File: config.mk
export PLATFORM = sky130hd
export DESIGN_NAME = led_bouncing_chase_effect
export DESIGN_NICKNAME = d
export VERILOG_FILES = /design/src/rtl/lbce_pkg.sv /design/src/rtl/led_bouncing_chase_effect.sv /design/src/rtl/lbce_front.sv /design/src/rtl/lbce_queue.sv /design/src/rtl/lbce_back.sv
export SDC_FILE = /design/constraint.sdc
export NUM_CORES = 1
export LEC_CHECK = 0
export ABC_AREA = 1
export BUFFER_PORTS_ARGS = -buffer_cell sky130_fd_sc_hd__buf_2
export CORE_UTILIZATION = 45
export DETAILED_ROUTE_END_ITERATION = 16
export PLACE_DENSITY = 0.6
export SKIP_CTS_REPAIR_TIMING = 1
export SYNTH_ARGS = -nofsm -noshare
export SYNTH_HDL_FRONTEND = slang
export SYNTH_HIERARCHICAL = 1
export SYNTH_SLANG_ARGS = --single-unit
File: constraint.sdc
create_clock -name i_clk -period 6.8 [get_ports i_clk]
set_input_delay 1.02 -clock i_clk [delete_from_list [all_inputs] [get_ports i_clk]]
set_output_delay 1.02 -clock i_clk [all_outputs]
set_load 0.1 [all_outputs]
File: src/rtl/lbce_pkg.sv
package lbce_pkg;

    localparam logic [1:0] OP_TICK    = 2'd0;
    localparam logic [1:0] OP_QUERY   = 2'd1;
    localparam logic [1:0] OP_RESTART = 2'd2;
    localparam logic [1:0] OP_NONE    = 2'd3;

    localparam logic [2:0] CFG_RED       = 3'd0;
    localparam logic [2:0] CFG_GREEN     = 3'd1;
    localparam logic [2:0] CFG_BLUE      = 3'd2;
    localparam logic [2:0] CFG_ALPHA     = 3'd3;
    localparam logic [2:0] CFG_SEG_LEN   = 3'd4;
    localparam logic [2:0] CFG_START_POS = 3'd5;
    localparam logic [2:0] CFG_START_REV = 3'd6;

    localparam int QUEUE_DEPTH = 4;
    localparam int QUEUE_AW    = 2;

    // Division by 240 is a shift by four followed by a division by 15.
    localparam logic [12:0] RECIP_15 = 13'd4369;
    localparam logic [12:0] DIV_15   = 13'd15;

    typedef struct packed {
        logic [7:0] red;
        logic [7:0] green;
        logic [7:0] blue;
        logic [7:0] alpha;
        logic [6:0] seg_len;
        logic [7:0] start_pos;
        logic       start_rev;
    } t_cfg;

    typedef struct packed {
        logic [1:0] op;
        logic       frac_zero;
        logic [7:0] split;
        logic [7:0] pix;
    } t_cmd;

    typedef struct packed {
        logic empty;
        logic full;
    } t_q_stat;

endpackage

File: src/rtl/led_bouncing_chase_effect.sv
// A pixel query request passes the two-stage split pipeline, the four-entry queue and
// the output register before its result shows. Throughput: one request per cycle, set by
// the split pipeline and the state update, unless the queue fills or the output stalls.
// Reset: i_rst_n is synchronous and active low; it clears the configuration,
// the segment state, the queue and the output valid flag.
module led_bouncing_chase_effect import lbce_pkg::*; #(
    parameter int STRIP_PIXELS = 64
) (
    input  logic        i_clk,
    input  logic        i_rst_n,
    input  logic        i_s_axis_tvalid,
    output logic        o_s_axis_tready,
    input  logic [15:0] i_s_axis_tdata,  // beat_fraction[7:0], pixel_index[15:8]
    input  logic [1:0]  i_s_axis_tuser,  // opcode[1:0]
    output logic        o_m_axis_tvalid,
    input  logic        i_m_axis_tready,
    output logic [31:0] o_m_axis_tdata,  // out_red, out_green, out_blue, out_alpha
    input  logic        i_cfg_we,
    input  logic [2:0]  i_cfg_addr,
    input  logic [7:0]  i_cfg_wdata
);

    t_cfg    r_cfg;
    t_cmd    w_front_cmd;
    t_cmd    w_q_cmd;
    t_q_stat w_q_stat;
    logic    w_push;
    logic    w_pop;

    always_ff @(posedge i_clk) begin
        if (!i_rst_n) begin
            r_cfg <= '0;
        end else if (i_cfg_we) begin
            case (i_cfg_addr)
                CFG_RED:       r_cfg.red       <= i_cfg_wdata;
                CFG_GREEN:     r_cfg.green     <= i_cfg_wdata;
                CFG_BLUE:      r_cfg.blue      <= i_cfg_wdata;
                CFG_ALPHA:     r_cfg.alpha     <= i_cfg_wdata;
                CFG_SEG_LEN:   r_cfg.seg_len   <= i_cfg_wdata[6:0];
                CFG_START_POS: r_cfg.start_pos <= i_cfg_wdata;
                CFG_START_REV: r_cfg.start_rev <= i_cfg_wdata[0];
                default: begin
                end
            endcase
        end
    end

    lbce_front u_front (
        .i_clk    (i_clk),
        .i_rst_n  (i_rst_n),
        .i_cfg    (r_cfg),
        .i_valid  (i_s_axis_tvalid),
        .o_ready  (o_s_axis_tready),
        .i_op     (i_s_axis_tuser),
        .i_frac   (i_s_axis_tdata[7:0]),
        .i_pix    (i_s_axis_tdata[15:8]),
        .i_q_stat (w_q_stat),
        .o_push   (w_push),
        .o_cmd    (w_front_cmd)
    );

    lbce_queue u_queue (
        .i_clk   (i_clk),
        .i_rst_n (i_rst_n),
        .i_push  (w_push),
        .i_cmd   (w_front_cmd),
        .i_pop   (w_pop),
        .o_cmd   (w_q_cmd),
        .o_stat  (w_q_stat)
    );

    lbce_back #(
        .STRIP_PIXELS (STRIP_PIXELS)
    ) u_back (
        .i_clk    (i_clk),
        .i_rst_n  (i_rst_n),
        .i_cfg    (r_cfg),
        .i_cmd    (w_q_cmd),
        .i_q_stat (w_q_stat),
        .o_pop    (w_pop),
        .o_valid  (o_m_axis_tvalid),
        .i_ready  (i_m_axis_tready),
        .o_data   (o_m_axis_tdata)
    );

    a_no_push_full: assert property (@(posedge i_clk) disable iff (!i_rst_n)
        !(w_push && w_q_stat.full))
        else $error("queue written while full");

    a_no_pop_empty: assert property (@(posedge i_clk) disable iff (!i_rst_n)
        !(w_pop && w_q_stat.empty))
        else $error("queue read while empty");

    a_query_result: assert property (@(posedge i_clk) disable iff (!i_rst_n)
        (w_pop && (w_q_cmd.op == OP_QUERY)) |=> o_m_axis_tvalid)
        else $error("query request produced no result");

    a_reset_idle: assert property (@(posedge i_clk)
        !i_rst_n |=> !o_m_axis_tvalid)
        else $error("result valid right after reset");

endmodule

File: src/rtl/lbce_front.sv
module lbce_front import lbce_pkg::*; (
    input  logic        i_clk,
    input  logic        i_rst_n,
    input  t_cfg        i_cfg,
    input  logic        i_valid,
    output logic        o_ready,
    input  logic [1:0]  i_op,
    input  logic [7:0]  i_frac,
    input  logic [7:0]  i_pix,
    input  t_q_stat     i_q_stat,
    output logic        o_push,
    output t_cmd        o_cmd
);

    logic        r_v1, r_v2;
    logic [1:0]  r_op1, r_op2;
    logic        r_fz1, r_fz2;
    logic [7:0]  r_pix1, r_pix2;
    logic [15:0] r_prod1;
    logic [11:0] r_m2;
    logic [8:0]  r_est2;

    logic        w_en;
    logic [24:0] w_recip_prod;
    logic [12:0] w_est15;
    logic [12:0] w_rem;
    logic [8:0]  w_q;
    logic [7:0]  w_split;

    assign w_en    = !r_v2 || !i_q_stat.full;
    assign o_ready = w_en;
    assign o_push  = r_v2 && !i_q_stat.full;

    assign w_recip_prod = 25'(r_prod1[15:4]) * 25'(RECIP_15);

    always_ff @(posedge i_clk) begin
        if (!i_rst_n) begin
            r_v1 <= 1'b0;
            r_v2 <= 1'b0;
        end else if (w_en) begin
            r_v1 <= i_valid && (i_op != OP_NONE);
            r_v2 <= r_v1;
        end
    end

    always_ff @(posedge i_clk) begin
        if (w_en) begin
            r_op1   <= i_op;
            r_fz1   <= (i_frac == 8'd0);
            r_pix1  <= i_pix;
            r_prod1 <= 16'(i_cfg.alpha) * 16'(i_frac);
            r_op2   <= r_op1;
            r_fz2   <= r_fz1;
            r_pix2  <= r_pix1;
            r_m2    <= r_prod1[15:4];
            r_est2  <= w_recip_prod[24:16];
        end
    end

    // The estimate is at most one below the true quotient.
    assign w_est15 = {r_est2, 4'b0000} - {4'b0000, r_est2};
    assign w_rem   = {1'b0, r_m2} - w_est15;
    assign w_q     = r_est2 + ((w_rem >= DIV_15) ? 9'd1 : 9'd0);
    assign w_split = (w_q > {1'b0, i_cfg.alpha}) ? i_cfg.alpha : w_q[7:0];

    always_comb begin
        o_cmd.op        = r_op2;
        o_cmd.frac_zero = r_fz2;
        o_cmd.split     = w_split;
        o_cmd.pix       = r_pix2;
    end

endmodule

File: src/rtl/lbce_queue.sv
module lbce_queue import lbce_pkg::*; (
    input  logic    i_clk,
    input  logic    i_rst_n,
    input  logic    i_push,
    input  t_cmd    i_cmd,
    input  logic    i_pop,
    output t_cmd    o_cmd,
    output t_q_stat o_stat
);

    t_cmd                r_mem [QUEUE_DEPTH];
    logic [QUEUE_AW-1:0] r_wr_ptr, r_rd_ptr;
    logic [QUEUE_AW:0]   r_count;

    always_ff @(posedge i_clk) begin
        if (!i_rst_n) begin
            r_wr_ptr <= '0;
            r_rd_ptr <= '0;
            r_count  <= '0;
        end else begin
            if (i_push) begin
                r_wr_ptr <= r_wr_ptr + 1'b1;
            end
            if (i_pop) begin
                r_rd_ptr <= r_rd_ptr + 1'b1;
            end
            if (i_push && !i_pop) begin
                r_count <= r_count + 1'b1;
            end else if (!i_push && i_pop) begin
                r_count <= r_count - 1'b1;
            end
        end
    end

    always_ff @(posedge i_clk) begin
        if (i_push) begin
            r_mem[r_wr_ptr] <= i_cmd;
        end
    end

    assign o_cmd        = r_mem[r_rd_ptr];
    assign o_stat.empty = (r_count == '0);
    assign o_stat.full  = (r_count == (QUEUE_AW+1)'(QUEUE_DEPTH));

endmodule

File: src/rtl/lbce_back.sv
module lbce_back import lbce_pkg::*; #(
    parameter int STRIP_PIXELS = 64
) (
    input  logic        i_clk,
    input  logic        i_rst_n,
    input  t_cfg        i_cfg,
    input  t_cmd        i_cmd,
    input  t_q_stat     i_q_stat,
    output logic        o_pop,
    output logic        o_valid,
    input  logic        i_ready,
    output logic [31:0] o_data
);

    localparam logic [8:0] LP_STRIP = 9'(STRIP_PIXELS);

    logic [7:0]  r_pos, n_pos;
    logic        r_dir, n_dir;
    logic [7:0]  r_head_a, n_head_a;
    logic [7:0]  r_tail_a, n_tail_a;
    logic        r_ovalid;
    logic [31:0] r_odata;

    logic        w_out_free;
    logic [8:0]  w_tail;
    logic [8:0]  w_pix9;
    logic        w_lit;
    logic [7:0]  w_alpha;

    assign w_out_free = !r_ovalid || i_ready;
    assign o_pop      = !i_q_stat.empty && ((i_cmd.op != OP_QUERY) || w_out_free);
    assign w_tail     = {1'b0, r_pos} + {2'b00, i_cfg.seg_len};
    assign w_pix9     = {1'b0, i_cmd.pix};

    always_comb begin
        n_pos    = r_pos;
        n_dir    = r_dir;
        n_head_a = r_head_a;
        n_tail_a = r_tail_a;
        case (i_cmd.op)
            OP_TICK: begin
                if (i_cmd.frac_zero) begin
                    n_dir = r_dir ^ ((r_pos == 8'd0) || (w_tail >= LP_STRIP));
                    n_pos = n_dir ? (r_pos - 8'd1) : (r_pos + 8'd1);
                end
                if (n_dir) begin
                    n_head_a = i_cmd.split;
                    n_tail_a = i_cfg.alpha - i_cmd.split;
                end else begin
                    n_tail_a = i_cmd.split;
                    n_head_a = i_cfg.alpha - i_cmd.split;
                end
            end
            OP_RESTART: begin
                n_pos    = i_cfg.start_pos;
                n_dir    = i_cfg.start_rev;
                n_head_a = 8'd0;
                n_tail_a = 8'd0;
            end
            default: begin
            end
        endcase
    end

    always_comb begin
        w_lit   = 1'b1;
        w_alpha = 8'd0;
        if (i_cmd.pix == r_pos) begin
            w_alpha = r_head_a;
        end else if ((i_cmd.pix > r_pos) && (w_pix9 < w_tail)) begin
            w_alpha = i_cfg.alpha;
        end else if (w_pix9 == w_tail) begin
            w_alpha = r_tail_a;
        end else begin
            w_lit = 1'b0;
        end
    end

    always_ff @(posedge i_clk) begin
        if (!i_rst_n) begin
            r_pos    <= 8'd0;
            r_dir    <= 1'b0;
            r_head_a <= 8'd0;
            r_tail_a <= 8'd0;
            r_ovalid <= 1'b0;
        end else begin
            if (o_pop) begin
                r_pos    <= n_pos;
                r_dir    <= n_dir;
                r_head_a <= n_head_a;
                r_tail_a <= n_tail_a;
            end
            if (o_pop && (i_cmd.op == OP_QUERY)) begin
                r_ovalid <= 1'b1;
            end else if (i_ready) begin
                r_ovalid <= 1'b0;
            end
        end
    end

    always_ff @(posedge i_clk) begin
        if (o_pop && (i_cmd.op == OP_QUERY)) begin
            r_odata <= {w_alpha,
                        w_lit ? i_cfg.blue  : 8'd0,
                        w_lit ? i_cfg.green : 8'd0,
                        w_lit ? i_cfg.red   : 8'd0};
        end
    end

    assign o_valid = r_ovalid;
    assign o_data  = r_odata;

endmodule

==> out/results.tsv <==
metric	value	unit
crit path time final	4.747	ns
depth of the most critical reg-to-reg path	29	
die area	0.03614	mm2
# H-tree levels	1	
vias per cell	5.093	
Total GRT Usage	19.89	%
Multi-input gate area	0.007795	mm2
crit end category	flip-flop	
routability cong.	0.8625	
mux share of post-synthesis cell area	0	%
first-pass GRT wire length	57.56	mm
Congestion Overflow GR	0	
CP max-delay cell	fa_1	
Starting Density	45.87	%
crit-path max FO	9	
routed length per instance	14.99	um
number of enable flip-flop cells after synthesis	163	
Place WS	1.934	ns
Synth Area in Simple Gates	21.58	%
most used cell, CP	nand2_1	
Final Setup Violations	0	
Sw Pwr	0.003003	W
initial antenna violation count	0	
Fillers	3361	
CTS root buf	clkbuf_16	
YS warnings	6	
Hold Crit Class	flip-flop to flip-flop	
startpoint types	flip-flop	
Ports	68	
Net Sw Frac	44.76	%
Int Power	0.003706	W
fraction of registers with async set/reset	0	%
I/O Buffers	67	
Max-Cap Viols	0	
Hold Startpoint	u_front/r_pix1[5]$_DFFE_PP_	
Worst EP arrival	5.01	ns
final period utilization	69.81	%
1st-iter DRT viols	679	
RSZ-0062 raised after global routing	no	
num rows	68	
Reg clk slew, reported paths	0.06	ns
CTS tree	done	
Worst-Margin Slew	1.141	ns
Post-DRT Antenna Nets	0	
adder-cell area share of the yosys netlist	17.70	%
Reg power frac	30.1	%
Req. time, crit path	7.06	ns
Net count, final	2120	
Detail Placement HPWL	25.92	mm
count leader, synth	nand2_1	
largest net degree at the start of global routing	61	
delay-heaviest family, CP	simple AND/OR/NAND/NOR gates	
number of diodes	0	
setup ws final	2.053	ns
final design utilization	50.32	%
Leak	8.232	nW
die width	190.1	um
top post-synthesis cells by area	edfxtp_1 (31%), ha_1 (11%), dfxtp_1 (11%), nand2_1 (8.3%), inv_1 (6.7%)	
hold path depth	0	
Power Total	0.006709	W
DR vias	12066	
Worst-Skew Late Latency	0.55	ns
largest family of logic cells by synthesized area	simple AND/OR/NAND/NOR gates	
Die Height	190.1	um
max incr delay on CP	0.50	ns
share of the synthesized area in the top cell type	30.74	%
core box area	0.03471	mm2
status	completed	
VDD IR max	0.2364	mV
area leader, netlist	edfxtp_1	
synthesized area per cell	8.667	um2
Comb pwr share	47.5	%
clk sinks	248	
final hold viol count	0	
Crit Path Category	flip-flop to flip-flop	
Reg-to-Reg End	u_queue/r_mem[2][8]$_DFFE_PP_	
sequential cell area	0.006596	mm2
Synth cell types	52	
Max Slew Vio Count	0	
Compound-Gate Fraction of Synth Area	7.623	%
total CTS buffers	28	
number of global-route vias before repair	11457	
clock power share	22.4	%
Area growth syn-to-layout	9.706	%
Post-synth top cells	nand2_1 (351), inv_1 (283), nor2_1 (233)	
CTS max path bufs	3	
mapped cell area	0.01592	mm2
top_reg_cell synth	edfxtp_1	
Residual DRC	0	
syn nets	2065	
DRT Pass-1 Iters	5	
Buf/Inv on CP	2	
WHS	0.4201	ns
post-synthesis sequential area ratio	41.43	%
Crit Reg-Reg Startpoint	u_front/r_est2[4]$_DFFE_PP_	
Setup Skew	0.01812	ns
XOR/XNOR Fraction of Synth Area	2.043	%
final WL	35.50	mm
Rel. slew slack	23.70	%
Worst Hold Endpoint	u_front/r_pix2[5]$_DFFE_PP_	
final setup TNS	0	ns
PwrDens	384.1	mW/mm2
#FFs+latches synth	248	
share of cells above drive strength 1	10.34	%
reg2reg setup slack	2.05	ns
post-synthesis cell count	1837	
Fmax achieved	0.2107	GHz
==> registers in the layout, summed over array words and instances (netlist names), 9 cells and up, named ones only <==
| signal | flops |
|---|---|
| u_front/r_est2 | 9 |
| u_queue/r_mem | 76 |
| r_cfg | 48 |
| u_front/r_prod1 | 12 |
| u_front/r_m2 | 12 |
| u_back/o_data | 32 |
==> power groups by stage <==
stage / Sequential (W) / Clock, W / Combinational (W)
floorplan: 0.00249 / 0 / 0.00215
global placement: 0.00205 / 0 / 0.00312
detailed placement: 0.00205 / 0 / 0.00318
CTS: 0.00202 / 0.00154 / 0.00320
global route: 0.00204 / 0.00160 / 0.00357
finish: 0.00202 / 0.00151 / 0.00319
==> placed cells by master (no fill, tap or decap), types with 3 or more instances in the layout <==
master	instances
nand2_2	18
clkinv_1	11
bufinv_16	3
clkbuf_1	5
a21oi_2	10
fa_1	52
nor2_2	11
dfxtp_1	85
nand3_2	12
nand2_4	3
nand2_1	350
xnor2_1	10
nand4_1	25
a21oi_1	71
nor3_1	8
o21ai_1	8
clkbuf_16	28
a31oi_1	12
xor2_1	24
a221oi_1	4
nor2_1	233
ha_1	142
edfxtp_1	163
inv_2	14
inv_6	3
o21ai_0	63
buf_2	67
buf_4	11
o21bai_1	8
inv_1	283
o22ai_1	20
nand3_1	126
==> logic make-up (layout without fill, tap and decap cells) <==
kind of cell,Yosys count,in the layout
flip-flops,248,248
adder cells (fa/ha/maj),194,194
XOR/XNOR,35,35
AND/OR/NAND/NOR,796,796
AO/OA/AOI/OAI,208,208
buffers and inverters,356,433
==> per-layer routing <==
metal / share of wire [%] / vias up / GRT usage [%]
li1: - / 6097 / -
met1: 48 / 5679 / 27.38
met2: 47 / 236 / 33.14
met3: 3.9 / 54 / 2.417
met4: 2.0 / 0 / 4.963
met5: 0 / - / 0
==> area by class of cell <==
type	count	share of cell area, %
well taps	455	3.259
repair buffers	78	2.393
flip-flops and latches	248	37.76
clock buffers	34	4.198
clock inverters	18	1.089
inverters	303	6.669
multi-input cells	1233	44.63
==> worst max-delay path by stage <==
stage | from | endpoint | depth (start not counted)
finish | u_front/r_est2[4]$_DFFE_PP_ | u_queue/r_mem[2][8]$_DFFE_PP_ | 29
global route | u_front/r_est2[4]$_DFFE_PP_ | u_queue/r_mem[3][9]$_DFFE_PP_ | 29
CTS | u_front/r_est2[4]$_DFFE_PP_ | u_queue/r_mem[2][8]$_DFFE_PP_ | 29
detailed placement | i_s_axis_tdata[7] | u_front/r_prod1[13]$_DFFE_PP_ | 16
global placement | i_s_axis_tdata[7] | u_front/r_prod1[14]$_DFFE_PP_ | 16
floorplan | i_s_axis_tdata[4] | u_front/r_prod1[15]$_DFFE_PP_ | 17
==> metrics by stage <==
| step | instances | instance area [um2] |
|---|---|---|
| after floorplan | 1837 | 15920 |
| after global placement | 2317 | 16540 |
| after detailed placement | 2317 | 16540 |
| after CTS | 2369 | 17470 |
| after global routing | 2369 | 17470 |
| final | 2369 | 17470 |
No activity file was read; power rests on OpenSTA's default activity.
